`src/rtl/core/clock_page_replacement_assert.svh`:
```
// Assertion macros for the clock page replacement block.
`ifndef CLOCK_PAGE_REPLACEMENT_ASSERT_SVH
`define CLOCK_PAGE_REPLACEMENT_ASSERT_SVH

// condition holds at every edge out of reset
`define CPR_ASSERT_ALWAYS(label, cond, msg) \
   label: assert property (@(posedge clock) disable iff (reset) (cond)) else $error(msg);

// consequent holds in the same cycle as the antecedent
`define CPR_ASSERT_SAME(label, ante, cons, msg) \
   label: assert property (@(posedge clock) disable iff (reset) (ante) |-> (cons)) \
      else $error(msg);

// consequent holds in the cycle after the antecedent
`define CPR_ASSERT_NEXT(label, ante, cons, msg) \
   label: assert property (@(posedge clock) disable iff (reset) (ante) |=> (cons)) \
      else $error(msg);

`endif

```
`src/rtl/core/cpr_pkg.sv`:
```
// Types and fixed widths for the clock page replacement block.
package cpr_pkg;

   localparam int FIU_W     = 4;       // frames-in-use register
   localparam int FRAME_W   = 3;       // frame field of a response word
   localparam int COUNT_W   = 16;      // fault count
   localparam logic [FIU_W-1:0] FIU_RESET = 4'd8;

   typedef enum logic [1:0] {
      ST_IDLE,
      ST_SEARCH,
      ST_SWEEP,
      ST_RESP
   } cpr_state_type;

endpackage

```
`src/rtl/core/cpr_if.sv`:
```
// Request and response channel interfaces for the clock page replacement block.
interface cpr_req_if import cpr_pkg::*; #(parameter int PAGE_BITS = 16) ();
   logic                 valid;
   logic                 ready;
   logic [PAGE_BITS-1:0] page;
   logic                 first;

   modport source (output valid, output page, output first, input ready);
   modport sink   (input valid, input page, input first, output ready);
endinterface

interface cpr_rsp_if import cpr_pkg::*; ();
   logic               valid;
   logic               ready;
   logic               fault;
   logic [FRAME_W-1:0] frame;
   logic [COUNT_W-1:0] fault_count;

   modport source (output valid, output fault, output frame, output fault_count, input ready);
   modport sink   (input valid, input fault, input frame, input fault_count, output ready);
endinterface

```
`src/rtl/core/clock_page_replacement.sv`:
```
// Clock (second-chance) page replacement: one reference word in, one response word out.
// One word at a time: the frame search reads one page-table entry per cycle, and the next
// request is taken only once the response has been accepted and the block is idle again.
// Reset (synchronous): frames invalid, reference bits, hand and count clear, frames in use 8.
module clock_page_replacement import cpr_pkg::*; #(
   parameter int FRAMES    = 8,
   parameter int PAGE_BITS = 16
) (
   input  logic             clock,
   input  logic             reset,
   input  logic             csr_wr_en,
   input  logic [FIU_W-1:0] csr_wr_data,
   cpr_req_if.sink          req_ch,
   cpr_rsp_if.source        rsp_ch
);

   localparam int FIDX_W = (FRAMES > 1) ? $clog2(FRAMES) : 1;   // frame index
   localparam int CNT_W  = $clog2(FRAMES + 1);                  // holds FRAMES itself

   // ---------------------------------------------------------------------------
   // state
   // ---------------------------------------------------------------------------
   cpr_state_type        state_ff, state_in;
   logic [FIU_W-1:0]     fiu_ff;
   logic [PAGE_BITS-1:0] page_ff, page_in;
   logic [FRAMES-1:0]    valid_ff, valid_in;
   logic [FRAMES-1:0]    ref_ff, ref_in;
   logic [FIDX_W-1:0]    hand_ff, hand_in;
   logic [COUNT_W-1:0]   total_ff, total_in;
   logic [CNT_W-1:0]     scan_ff, scan_in;      // next entry to read
   logic [FIDX_W-1:0]    cmp_idx_ff, cmp_idx_in; // entry whose data sits in rd_data_ff
   logic                 cmp_vld_ff, cmp_vld_in;
   logic                 fault_ff, fault_in;
   logic [FIDX_W-1:0]    slot_ff, slot_in;

   // page table: one read port for the search, one write for a load
   logic [PAGE_BITS-1:0] page_mem [FRAMES];
   logic [PAGE_BITS-1:0] rd_data_ff;

   // ---------------------------------------------------------------------------
   // datapath helpers
   // ---------------------------------------------------------------------------
   logic [CNT_W-1:0]  active_n;     // frames in use, clamped to 1..FRAMES
   logic [CNT_W-1:0]  hand_inc;
   logic [FIDX_W-1:0] hand_next;    // hand advanced with wrap
   logic [FIDX_W-1:0] scan_idx;
   logic              req_take, rsp_take;
   logic              scan_go, hit_now, miss_now, load_now;

   always_comb begin
      if (fiu_ff == '0) begin
         active_n = CNT_W'(1);
      end else if (int'(fiu_ff) > FRAMES) begin
         active_n = CNT_W'(FRAMES);
      end else begin
         active_n = CNT_W'(fiu_ff);
      end
   end

   assign hand_inc  = CNT_W'(hand_ff) + CNT_W'(1);
   assign hand_next = (hand_inc < active_n) ? hand_inc[FIDX_W-1:0] : '0;
   assign scan_idx  = scan_ff[FIDX_W-1:0];

   assign req_take = req_ch.valid && (state_ff == ST_IDLE);
   assign rsp_take = rsp_ch.ready && (state_ff == ST_RESP);

   // search compares the entry read in the previous cycle while the next one is read
   assign hit_now  = (state_ff == ST_SEARCH) && cmp_vld_ff && valid_ff[cmp_idx_ff]
                     && (rd_data_ff == page_ff);
   assign miss_now = (state_ff == ST_SEARCH) && !cmp_vld_ff && (scan_ff >= active_n);
   assign scan_go  = (state_ff == ST_SEARCH) && (scan_ff < active_n) && !hit_now;
   // sweep stops on the first clear reference bit and loads there
   assign load_now = (state_ff == ST_SWEEP) && !ref_ff[hand_ff];

   // ---------------------------------------------------------------------------
   // sequencer: next state
   // ---------------------------------------------------------------------------
   always_comb begin
      state_in = state_ff;
      unique case (state_ff)
         ST_IDLE: begin
            if (req_take) state_in = ST_SEARCH;
         end
         ST_SEARCH: begin
            if (hit_now) begin
               state_in = ST_RESP;
            end else if (miss_now) begin
               state_in = ST_SWEEP;
            end
         end
         ST_SWEEP: begin
            if (load_now) state_in = ST_RESP;
         end
         ST_RESP: begin
            if (rsp_take) state_in = ST_IDLE;
         end
         default: state_in = ST_IDLE;
      endcase
   end

   // ---------------------------------------------------------------------------
   // sequencer: outputs to the channels
   // ---------------------------------------------------------------------------
   always_comb begin
      req_ch.ready       = (state_ff == ST_IDLE);
      rsp_ch.valid       = (state_ff == ST_RESP);
      rsp_ch.fault       = fault_ff;
      rsp_ch.frame       = FRAME_W'(slot_ff);
      rsp_ch.fault_count = total_ff;
   end

   // ---------------------------------------------------------------------------
   // next values of the policy state
   // ---------------------------------------------------------------------------
   always_comb begin
      page_in    = page_ff;
      valid_in   = valid_ff;
      ref_in     = ref_ff;
      hand_in    = hand_ff;
      total_in   = total_ff;
      scan_in    = scan_ff;
      cmp_idx_in = cmp_idx_ff;
      cmp_vld_in = 1'b0;
      fault_in   = fault_ff;
      slot_in    = slot_ff;

      if (req_take) begin
         page_in = req_ch.page;
         scan_in = '0;
         if (req_ch.first) begin
            valid_in = '0;
            ref_in   = '0;
            total_in = '0;
         end
         // hand to zero on a first request, or when left beyond the frames in use after the register shrank
         if (req_ch.first || (CNT_W'(hand_ff) >= active_n)) hand_in = '0;
      end

      if (scan_go) begin
         cmp_vld_in = 1'b1;
         cmp_idx_in = scan_idx;
         scan_in    = scan_ff + CNT_W'(1);
      end

      if (hit_now) begin
         ref_in[cmp_idx_ff] = 1'b1;
         fault_in           = 1'b0;
         slot_in            = cmp_idx_ff;
      end

      if (miss_now && (total_ff != '1)) total_in = total_ff + COUNT_W'(1);

      if (state_ff == ST_SWEEP) begin
         if (ref_ff[hand_ff]) begin
            ref_in[hand_ff] = 1'b0;   // second chance used up
         end else begin
            valid_in[hand_ff] = 1'b1;
            ref_in[hand_ff]   = 1'b1;
            slot_in           = hand_ff;
            fault_in          = 1'b1;
         end
         hand_in = hand_next;
      end
   end

   // ---------------------------------------------------------------------------
   // registers
   // ---------------------------------------------------------------------------
   always_ff @(posedge clock) begin
      if (reset) begin
         state_ff   <= ST_IDLE;
         fiu_ff     <= FIU_RESET;
         valid_ff   <= '0;
         ref_ff     <= '0;
         hand_ff    <= '0;
         total_ff   <= '0;
         scan_ff    <= '0;
         cmp_vld_ff <= 1'b0;
      end else begin
         state_ff   <= state_in;
         if (csr_wr_en) fiu_ff <= csr_wr_data;
         valid_ff   <= valid_in;
         ref_ff     <= ref_in;
         hand_ff    <= hand_in;
         total_ff   <= total_in;
         scan_ff    <= scan_in;
         cmp_vld_ff <= cmp_vld_in;
      end
   end

   always_ff @(posedge clock) begin
      page_ff    <= page_in;
      cmp_idx_ff <= cmp_idx_in;
      fault_ff   <= fault_in;
      slot_ff    <= slot_in;
   end

   always_ff @(posedge clock) begin
      if (scan_go) rd_data_ff <= page_mem[scan_idx];
      if (load_now) page_mem[hand_ff] <= page_ff;
   end

   // ---------------------------------------------------------------------------
   // assertions
   // ---------------------------------------------------------------------------
`include "clock_page_replacement_assert.svh"

   `CPR_ASSERT_SAME(a_resp_slot_live, state_ff == ST_RESP,
      valid_ff[slot_ff] && ref_ff[slot_ff], "response frame not loaded and referenced")
   `CPR_ASSERT_NEXT(a_sweep_clears, (state_ff == ST_SWEEP) && ref_ff[hand_ff],
      (state_ff == ST_SWEEP) && !ref_ff[$past(hand_ff)], "sweep did not clear reference bit")
   `CPR_ASSERT_NEXT(a_count_quiet, (state_ff != ST_SEARCH) && !req_take,
      $stable(total_ff), "fault count moved outside search")
   `CPR_ASSERT_ALWAYS(a_one_side, !(req_ch.ready && rsp_ch.valid),
      "request ready while response pending")

endmodule
```
`src/flat_wrapper.sv`:
```
// flat-port wrapper written by rule: the top's interface ports become plain ports
module clock_page_replacement_flat import cpr_pkg::*;
#(
   parameter int FRAMES    = 8,
   parameter int PAGE_BITS = 16
)
  (clock, reset, csr_wr_en, csr_wr_data, req_ch_valid, req_ch_page, req_ch_first, req_ch_ready, rsp_ch_valid, rsp_ch_fault, rsp_ch_frame, rsp_ch_fault_count, rsp_ch_ready);
  cpr_req_if #(.PAGE_BITS(PAGE_BITS)) req_ch_i ();
  cpr_rsp_if rsp_ch_i ();
  input  logic clock;
  input  logic reset;
  input  logic csr_wr_en;
  input  logic [FIU_W-1:0] csr_wr_data;
  input wire logic [$bits(req_ch_i.valid)-1:0] req_ch_valid;
  input wire logic [$bits(req_ch_i.page)-1:0] req_ch_page;
  input wire logic [$bits(req_ch_i.first)-1:0] req_ch_first;
  output wire logic [$bits(req_ch_i.ready)-1:0] req_ch_ready;
  output wire logic [$bits(rsp_ch_i.valid)-1:0] rsp_ch_valid;
  output wire logic [$bits(rsp_ch_i.fault)-1:0] rsp_ch_fault;
  output wire logic [$bits(rsp_ch_i.frame)-1:0] rsp_ch_frame;
  output wire logic [$bits(rsp_ch_i.fault_count)-1:0] rsp_ch_fault_count;
  input wire logic [$bits(rsp_ch_i.ready)-1:0] rsp_ch_ready;
  assign req_ch_i.valid = req_ch_valid;
  assign req_ch_i.page = req_ch_page;
  assign req_ch_i.first = req_ch_first;
  assign req_ch_ready = req_ch_i.ready;
  assign rsp_ch_valid = rsp_ch_i.valid;
  assign rsp_ch_fault = rsp_ch_i.fault;
  assign rsp_ch_frame = rsp_ch_i.frame;
  assign rsp_ch_fault_count = rsp_ch_i.fault_count;
  assign rsp_ch_i.ready = rsp_ch_ready;
  clock_page_replacement #(.FRAMES(FRAMES), .PAGE_BITS(PAGE_BITS)) u_core (.clock(clock), .reset(reset), .csr_wr_en(csr_wr_en), .csr_wr_data(csr_wr_data), .req_ch(req_ch_i), .rsp_ch(rsp_ch_i));
endmodule
```
`config.mk`:
```
export PLATFORM = sky130hd
export DESIGN_NAME = clock_page_replacement_flat
export DESIGN_NICKNAME = d
export VERILOG_FILES = /design/src/rtl/core/cpr_pkg.sv /design/src/rtl/core/cpr_if.sv /design/src/rtl/core/clock_page_replacement.sv /design/src/flat_wrapper.sv
export VERILOG_INCLUDE_DIRS = /design/src /design/src/rtl/core
export SDC_FILE = /design/constraint.sdc
export NUM_CORES = 1
export LEC_CHECK = 0
export ABC_AREA = 1
export BUFFER_PORTS_ARGS = -buffer_cell sky130_fd_sc_hd__buf_2
export CORE_AREA = 2 2 138 194
export DETAILED_ROUTE_END_ITERATION = 8
export DIE_AREA = 0 0 140 196
export HOLD_SLACK_MARGIN = 0.15
export RECOVER_POWER = 25
export SLEW_MARGIN = 20
export SYNTH_ARGS = -nofsm -noshare
export SYNTH_HDL_FRONTEND = slang
export SYNTH_SLANG_ARGS = --single-unit
```
`constraint.sdc`:
```
create_clock -name clock -period 3 [get_ports clock]
set_input_delay 0.9 -clock clock [delete_from_list [all_inputs] [get_ports clock]]
set_output_delay 0.9 -clock clock [all_outputs]
set_load 0.005 [all_outputs]
```
==> results of run 1 <==
kinds of logic (layout without fill, tap and decap cells):
group	count (synthesis)	after routing	share of synthesized area, %
AND/OR/NAND/NOR	449	449	19.8
flip-flops	213	213	61.4
AO/OA/AOI/OAI	167	167	9.76
buffers and inverters	130	204	5.64
adder cells (fa/ha/maj)	18	18	2.35
XOR/XNOR	11	11	1.00
cell usage after synthesis (all sizes together):
library cell / instances
nor3: 5
nand3b: 2
edfxtp: 163
buf: 11
clkbuf: 27
a21oi: 47
a31oi: 17
o21a: 2
ha: 18
nor2: 180
o21bai: 1
xor2: 6
clkinv: 1
o22ai: 17
o21ai: 82
dfxtp: 50
or2: 2
nand3: 31
nand2: 214
inv: 91
xnor2: 5
nand4: 15
o211ai: 1
metal layers:
metal | GRT usage (%) | share of wire [%]
met5 | 0 | 0
met3 | 2.03 | 3.6
met2 | 32.5 | 53
met1 | 20.0 | 40
met4 | 5.95 | 3.4
per-stage QoR:
step           utilization (%)  std cells
3_5_place_dp              39.8       1351
6_report                  42.3       1386
5_1_grt                   42.3       1386
4_1_cts                   42.3       1386
3_3_place_gp              39.8       1351
2_1_floorplan                -        988
where the power goes:
group / internal, uW / leakage, uW / switching [uW] / total, uW
combinational: 568 / 0.00207 / 1290 / 1860
clock: 1360 / 0.000309 / 1090 / 2450
sequential: 3620 / 0.00189 / 228 / 3850
total: 5550 / 0.00427 / 2610 / 8160
flip-flops by register name (all words and copies together), names as in the netlist:
name,cells
u_core.page_ff,16
u_core.scan_ff,4
u_core.cmp_vld_ff,1
u_core.rsp_ch.frame,3
u_core.cmp_idx_ff,3
u_core.rsp_ch.fault_count,16
u_core.valid_ff,8
u_core.rd_data_ff,16
u_core.ref_ff,8
u_core.rsp_ch.fault,1
u_core.page_mem,128
u_core.hand_ff,3
u_core.state_ff,2
u_core.fiu_ff,4
final cells by class:
class                   instances  area (sq um)  share of cell area (%)
inverters                      92           350                    3.21
clock inverters                 9          60.1                   0.550
flip-flops and latches        213          5900                    54.0
well taps                     324           405                    3.71
clock buffers                  26           574                    5.26
repair buffers                 77           452                    4.14
multi-input cells             645          3180                    29.1
worst max-delay path, delay by kind of cell (launching register included):
family	cells	cell delay, ns
simple gates	7	1.14
flops	1	0.65
buf+inv	2	0.56
worst paths after layout:
path	from	end	slack (ns)	depth (start not counted)
setup / recovery	u_core.hand_ff[0]	u_core.page_mem[3][0]	0.34	9
hold / removal	u_core.rsp_ch.fault	u_core.rsp_ch.fault	0.46	2
setup reg to reg	u_core.hand_ff[0]	u_core.page_mem[3][0]	0.34	9
hold reg to reg	u_core.rsp_ch.fault	u_core.rsp_ch.fault	0.46	2
==> impl_metrics.csv, run 1 <==
group,metric,value,unit
clocking,cts_buffers,21,
logic_synthesis,synth.avg_cell_area,9.72,sq um
global_routing,grt_pass1_wl,37400,microns
floorplanning,ios,48,
critical_path,worstPathCellList,"inv_2 -> nand2_1 -> nand2_1 -> nand2_1 -> nand2_1 -> nand2_1 -> nand2_2 -> nor2_2 -> buf_4",
pwr,vdd_drop_max,0.000502,V
timing,finClkSkew,0.0128,ns
layout,n_antenna_cell,0,
timing,period_needed,2.66,ns
clocking,clock_sinks,213,
critical_path,end_kind,"flop",
pwr,p_per_area,747,mW/mm^2
placed_design,placed_cell_area,0.0103,sq mm
floorplanning,die_h,196,microns
global_routing,antenna_found_initial,0,
layout,finish.instance_area,0.0109,sq mm
timing,worst_slew_pin_slew,0.909,ns
critical_path,crit_top_cell,"nand2_1",
floorplanning,die-area,0.0274,sq mm
logic_synthesis,ys_warn_count,0,
floorplanning,die_w,140,microns
logic_synthesis,ys_types,39,
routing,initialDrtViolationCount,529,
layout,fill_cells,2467,
clocking,holdBufCountCts,0,
clocking,htree_num_levels,1,
clocking,clockBufferDepth,3,
layout,drive_above_1_share,15.2,%
timing,max_slew_margin,39.3,%
min_path,min_path_type,"reg -> reg",
logic_synthesis,synth_top_area_share,51.0,%
layout,final_nets,1094,
timing,hold_ws,0.462,ns
timing,setup_ws,0.344,ns
layout,syn_to_final_growth,13.8,%
clocking,cts_setup_buffers,0,
logic_synthesis,syn_inst,988,
timing,setup_tns,0,ns
logic_synthesis,netlist_area,0.00960,sq mm
routing,vias,6915,
clocking,cts_root_buffer,"clkbuf_16",
critical_path,start_kind,"flop",
critical_path,cp.arrival,2.84,ns
clocking,clock_latency,0.49,ns
clocking,cts_tree,"done",
critical_path,slowest_stage,"dfxtp_1",
clocking,path_clk_slew,0.06,ns
critical_path,path_class,"reg -> reg",
routing,drtAntennaViolNets,0,
timing,fmax,377,MHz
global_routing,grt_max_degree,69,
floorplanning,start_util,37.2,%
routing,wl_per_cell,16.6,microns
placed_design,dp_hpwl,15700,microns
timing,setup_viol,0,
global_routing,grt_use_total,17.2,%
floorplanning,core_area,0.0258,sq mm
status,status,"finished clean",
routing,post-route-drc-count,0,
critical_path,max_stage_delay,0.65,ns
logic_synthesis,synthTopCellsByArea,"edfxtp_1 51%, dfxtp_1 10%, nand2_1 7.7%",
routing,via_per_inst,4.99,
logic_synthesis,yosys.area.top_type,"edfxtp_1",
global_routing,grt_pass1_vias,6951,
logic_synthesis,ys_ff_latch,213,
critical_path,path_max_fanout,12,
layout,layout_common_cells,"197 x nand2_1, 164 x nor2_1, 163 x edfxtp_1",
placed_design,portBuffers,47,
placed_design,gp_congestion,0.963,
placed_design,post-place-ws,0.352,ns
routing,drtPass1Iterations,6,
layout,final_common_cell,"nand2_1",
critical_path,cp.required,3.19,ns
logic_synthesis,ys_seq_area_share,61.4,%
clocking,cts_resized,0,
logic_synthesis,synth_nets,1032,
run,maxCapViolCount,0,
global_routing,gr-total-overflow,0,
pwr,total_leakage_power,0.00427,uW
timing,timing.final.hold_violations,0,
pwr,total_power,8160,uW
timing,fin_crit_sh,88.5,%
floorplanning,rows,70,
timing,rsz0062_at_grt,"no",
routing,routed_wirelength,23100,microns
timing,slew_viol_final,0,
No activity file was read; power rests on OpenSTA's default activity.
==> run 2: changes to the inputs <==
--- a/config.mk
+++ b/config.mk
@@ -6,11 +6,10 @@
 export SDC_FILE = /design/constraint.sdc
 export NUM_CORES = 1
 export LEC_CHECK = 0
-export ABC_AREA = 1
 export BUFFER_PORTS_ARGS = -buffer_cell sky130_fd_sc_hd__buf_2
-export CORE_AREA = 2 2 138 194
+export CORE_AREA = 2 2 133 187
 export DETAILED_ROUTE_END_ITERATION = 8
-export DIE_AREA = 0 0 140 196
+export DIE_AREA = 0 0 135 189
 export HOLD_SLACK_MARGIN = 0.15
 export RECOVER_POWER = 25
 export SLEW_MARGIN = 20
==> run 2 against run 1 <==
Effect of this change: critical path depth decreased by 2; synthesized cell count decreased by 38%; final cell count decreased by 28%; maximum frequency decreased by 4.3%; sequential power about the same; design area decreased by 3.9%; clock skew increased by 0.0095 ns; largest cell class unchanged; highest routed layer unchanged.
==> impl_metrics.csv, run 2 <==
group,metric,value,unit
layout,final_nets,722,
routing,initialDrtViolationCount,274,
layout,fill_cells,2153,
timing,hold_ws,0.450,ns
global_routing,antenna_found_initial,0,
logic_synthesis,yosys.area.top_type,"edfxtp_1",
timing,fmax,360,MHz
timing,max_slew_margin,53.8,%
global_routing,grt_max_degree,37,
logic_synthesis,synth_ff_type,"edfxtp_1",
floorplanning,die_h,189,microns
routing,via_per_inst,5.39,
floorplanning,rows,67,
logic_synthesis,synthTopCellsByArea,"edfxtp_1 55%, dfxtp_1 11%, mux4_2 8.0%",
routing,drtPass1Iterations,4,
routing,routed_wirelength,20000,microns
timing,timing.final.hold_violations,0,
global_routing,gr-total-overflow,0,
critical_path,path_class,"reg -> reg",
global_routing,grt_use_total,15.8,%
layout,largest_register_ffs,128,
layout,finish.instance_area,0.0105,sq mm
critical_path,start_kind,"flop",
logic_synthesis,synth.avg_cell_area,14.7,sq um
critical_path,path_max_fanout,16,
routing,wl_per_cell,19.9,microns
global_routing,use_met2,29.1,%
min_path,min_path_type,"reg -> reg",
layout,top_register,"u_core.page_mem",
pwr,vdd_drop_max,0.000523,V
timing,setup_viol,0,
pwr,p_per_area,786,mW/mm^2
logic_synthesis,ys_types,60,
floorplanning,core_area,0.0238,sq mm
timing,period_needed,2.77,ns
placed_design,portBuffers,47,
layout,n_antenna_cell,0,
logic_synthesis,synth_top_area_share,54.7,%
logic_synthesis,ys_ff_latch,213,
placed_design,gp_congestion,0.874,
logic_synthesis,synth_edf_count,163,
layout,layout_common_cells,"163 x edfxtp_1, 48 x nand2_1, 47 x buf_2, 47 x dfxtp_1, 32 x mux4_2",
floorplanning,die-area,0.0255,sq mm
clocking,cts_tree,"done",
timing,fin_crit_sh,92.5,%
routing,post-route-drc-count,0,
logic_synthesis,netlist_top_cells_count,"163 x edfxtp_1, 50 x dfxtp_1, 48 x nand2_1",
logic_synthesis,async_reset_ff_share,0,%
layout,final_common_cell,"edfxtp_1",
global_routing,use_met1,18.9,%
clocking,clock_sinks,213,
logic_synthesis,synth_nets,653,
floorplanning,ios,48,
layout,multi_input_area,0.00292,sq mm
placed_design,dp_hpwl,12900,microns
clocking,cts_buffers,23,
clocking,cts_root_buffer,"clkbuf_16",
critical_path,end_kind,"flop",
run,maxCapViolCount,0,
routing,vias,5403,
timing,rsz0062_at_grt,"no",
clocking,path_clk_slew,0.06,ns
clocking,cts_resized,0,
global_routing,busiest_layer,"met2",
pwr,total_leakage_power,0.00361,uW
status,status,"finished clean",
timing,slew_viol_final,0,
logic_synthesis,ys_warn_count,0,
clocking,holdBufCountCts,0,
floorplanning,start_util,37.6,%
clocking,clock_latency,0.52,ns
routing,drtAntennaViolNets,0,
logic_synthesis,netlist_area,0.00895,sq mm
clocking,clockBufferDepth,3,
logic_synthesis,ys_seq_area_share,65.8,%
clocking,htree_num_levels,1,
clocking,cts_setup_buffers,0,
timing,finClkSkew,0.0223,ns
floorplanning,die_w,135,microns
logic_synthesis,syn_inst,609,
layout,syn_to_final_growth,17.2,%
global_routing,grt_pass1_vias,5649,
logic_synthesis,synth_most_common_cell,"edfxtp_1",
critical_path,cp.required,3.22,ns
placed_design,placed_cell_area,0.00971,sq mm
timing,worst_slew_pin_slew,0.691,ns
layout,regArea,0.00590,sq mm
global_routing,grt_pass1_wl,31300,microns
critical_path,cp.arrival,2.99,ns
global_routing,grt.met3_usage,2.28,%
layout,drive_above_1_share,23.8,%
[run 2: cells by family after synthesis]
kind of cell             share of synthesized area [%]
buffers and inverters                             2.00
XOR/XNOR                                          2.05
flip-flops                                        65.8
AO/OA/AOI/OAI                                     6.86
multiplexers                                      11.6
AND/OR/NAND/NOR                                   9.11
adder cells (fa/ha/maj)                           2.52
[run 2: layout make-up]
type | instances | area share (%)
multi-input cells | 349 | 27.8
flip-flops and latches | 213 | 56.2
repair buffers | 68 | 4.10
clock buffers | 26 | 5.59
clock inverters | 14 | 1.77
well taps | 310 | 3.70
inverters | 23 | 0.823
[run 2: where the power goes]
| part | switching (uW) | internal, uW | total [uW] |
|---|---|---|---|
| registers | 255 | 3620 | 3880 |
| logic | 828 | 637 | 1460 |
| clock network | 1140 | 1760 | 2900 |
[run 2: worst max-delay path, stage by stage (launching register included)]
cell and delay (ns):
dfxtp_1 0.60, inv_1 0.30, o21ai_0 0.19, o211ai_1 0.20
or2_2 0.44, or3_1 0.44, inv_1 0.12, buf_12 0.17
[run 2: worst paths after layout]
check | from | to | slack (ns) | cells past startpoint
max | u_core.hand_ff[2] | u_core.page_mem[3][0] | 0.23 | 7
min | u_core.rsp_ch.fault | u_core.rsp_ch.fault | 0.45 | 2
max reg2reg | u_core.hand_ff[2] | u_core.page_mem[3][0] | 0.23 | 7
min reg2reg | u_core.rsp_ch.fault | u_core.rsp_ch.fault | 0.45 | 2
[run 2: metal layers]
| layer | share of wire [%] | up-vias |
|---|---|---|
| met3 | 4.3 | 38 |
| met1 | 40 | 2728 |
| met2 | 54 | 146 |
| met4 | 2.5 | 0 |
| li1 | - | 2491 |
| met5 | 0 | - |
[run 2: stage by stage]
step / TNS, ns / cells / total power (uW) / worst slack, ns / utilization, %
detailed placement: 0 / 963 / 5420 / 0.205 / 40.8
floorplan: -8.65 / 609 / 4880 / -0.276 / -
CTS: 0 / 1003 / 8340 / 0.169 / 44.0
global placement: 0 / 963 / 5370 / 0.244 / 40.8
global route: 0 / 1003 / 8620 / 0.0693 / 44.1
finish: 0 / 1003 / 8240 / 0.226 / 44.1
==> run 3: changes to the inputs <==
==> constraint.sdc (replaced) <==
create_clock -name clock -period 3.1 [get_ports clock]
set_input_delay 0.93 -clock clock [delete_from_list [all_inputs] [get_ports clock]]
set_output_delay 0.93 -clock clock [all_outputs]
set_load 0.005 [all_outputs]
==> run 3 against run 2 <==
Effect of this change: critical path depth unchanged; non-clock buffer count decreased by 2; maximum frequency is 3.5% lower; largest power group unchanged; sequential share of layout area is 1.0 points higher; flip-flop and latch count is the same; design area shrank 1.8%; highest routed layer unchanged; count of clock-buffer cells in the layout grew 4.
==> impl_metrics.csv, run 3 (synthesis results as in run 2) <==
group,metric,value,unit
floorplanning,core_area,0.0238,sq mm
pwr,netSwitchingPower,2070,uW
global_routing,grt_use_total,15.5,%
timing,worst_slew_pin_slew,1.08,ns
floorplanning,die-area,0.0255,sq mm
layout,multi_input_area,0.00291,sq mm
layout,finish.instance_area,0.0103,sq mm
pwr,p_int,5430,uW
pwr,seqPwrFrac,50.0,%
routing,drtAntennaViolNets,0,
routing,via_per_inst,5.47,
critical_path,start_kind,"flop",
timing,max_slew_margin,28.1,%
timing,setup_viol,0,
clocking,clockBufferDepth,3,
critical_path,path_class,"reg -> reg",
placed_design,portBuffers,47,
pwr,total_leakage_power,0.00351,uW
timing,period_needed,2.87,ns
routing,vias,5465,
clocking,path_clk_slew,0.06,ns
floorplanning,rows,67,
floorplanning,start_util,37.6,%
clocking,clock_latency,0.50,ns
global_routing,grt_pass1_wl,30700,microns
pwr,swShare,27.6,%
clocking,cts_buffers,22,
timing,rsz0062_at_grt,"no",
pwr,p_clk_share,31.4,%
critical_path,cp.required,3.28,ns
placed_design,dp_hpwl,12900,microns
placed_design,gp_congestion,0.833,
layout,largest_register_ffs,128,
layout,layout_common_cells,"163 x edfxtp_1, 48 x nand2_1, 48 x dfxtp_1",
layout,top_register,"u_core.page_mem",
clocking,clock_sinks,213,
global_routing,antenna_found_initial,0,
clocking,cts_root_buffer,"clkbuf_16",
timing,slew_viol_final,0,
timing,fin_crit_sh,92.7,%
layout,syn_to_final_growth,15.0,%
layout,final_nets,719,
layout,regArea,0.00590,sq mm
critical_path,cp.arrival,3.06,ns
layout,final_common_cell,"edfxtp_1",
run,maxCapViolCount,0,
clocking,cts_resized,0,
timing,fmax,348,MHz
layout,n_antenna_cell,0,
floorplanning,die_h,189,microns
layout,fill_cells,2166,
timing,setup_tns,0,ns
pwr,total_power,7500,uW
clocking,htree_num_levels,1,
global_routing,grt_max_degree,37,
pwr,combPwrFrac,18.6,%
routing,initialDrtViolationCount,339,
status,status,"finished clean",
timing,timing.final.hold_violations,0,
min_path,min_path_type,"reg -> reg",
routing,post-route-drc-count,0,
floorplanning,ios,48,
layout,drive_above_1_share,22.5,%
critical_path,path_max_fanout,16,
pwr,p_per_area,728,mW/mm^2
layout,instances_no_fill,1000,
layout,final_core_util,43.3,%
critical_path,end_kind,"flop",
clocking,cts_tree,"done",
placed_design,placed_cell_area,0.00966,sq mm
routing,drtPass1Iterations,5,
timing,finClkSkew,0.0165,ns
floorplanning,die_w,135,microns
placed_design,dp.cells,961,
global_routing,gr-total-overflow,0,
clocking,cts_setup_buffers,0,
clocking,holdBufCountCts,0,
pwr,vdd_drop_max,0.000435,V
global_routing,grt_pass1_vias,5750,
routing,routed_wirelength,19600,microns
routing,wl_per_cell,19.6,microns
-- run 3: cell count changes in the layout (fill, tap and decap cells not counted), sizes merged --
cell | before | now
clkinv | 7 | 6
clkbuf | 26 | 31
buf | 68 | 65
clkinvlp | 1 | 3
bufinv | 4 | 0
inv | 25 | 23
-- run 3: worst paths after layout --
| check | from | to | slack, ns | cells after the start |
|---|---|---|---|---|
| max reg2reg | u_core.hand_ff[0] | u_core.page_mem[3][10] | 0.23 | 7 |
| min reg2reg | u_core.rsp_ch.fault | u_core.rsp_ch.fault | 0.45 | 2 |
| min | u_core.rsp_ch.fault | u_core.rsp_ch.fault | 0.45 | 2 |
| max | u_core.hand_ff[0] | u_core.page_mem[3][10] | 0.23 | 7 |
-- run 3: final cells by class --
| cell class | count | share of cell area [%] |
|---|---|---|
| clock inverters | 9 | 0.571 |
| flip-flops and latches | 213 | 57.3 |
| multi-input cells | 349 | 28.3 |
| well taps | 310 | 3.77 |
| inverters | 23 | 0.838 |
| repair buffers | 66 | 3.66 |
| clock buffers | 30 | 5.64 |
-- run 3: metrics by stage --
| step | hold slack (ns) | setup slack (ns) |
|---|---|---|
| after detailed placement | 0.445 | 0.183 |
| after floorplan | 0.435 | -0.176 |
| final | 0.446 | 0.226 |
| after CTS | 0.453 | 0.172 |
| after global placement | 0.444 | 0.257 |
| after global routing | 0.477 | 0.00751 |
-- run 3: power by group through the flow --
stage,clock network [uW],logic (uW),registers (uW)
2_1_floorplan,0,1020,3710
3_3_place_gp,0,1400,3790
3_5_place_dp,0,1420,3810
4_1_cts,2440,1430,3750
5_1_grt,2540,1550,3790
6_report,2350,1400,3750
-- run 3: metal layers --
layer | GRT usage (%) | part of all wire [%]
met1 | 17.9 | 39
met2 | 28.9 | 53
met3 | 2.54 | 5.0
met4 | 5.25 | 2.7
met5 | 0 | 0
-- run 3: critical path, stage by stage, from the launching register on --
cell,delay (ns)
dfxtp_1,0.61
inv_1,0.23
o21ai_0,0.26
o211ai_1,0.20
or2_2,0.44
or3_1,0.44
inv_1,0.08
buf_4,0.28
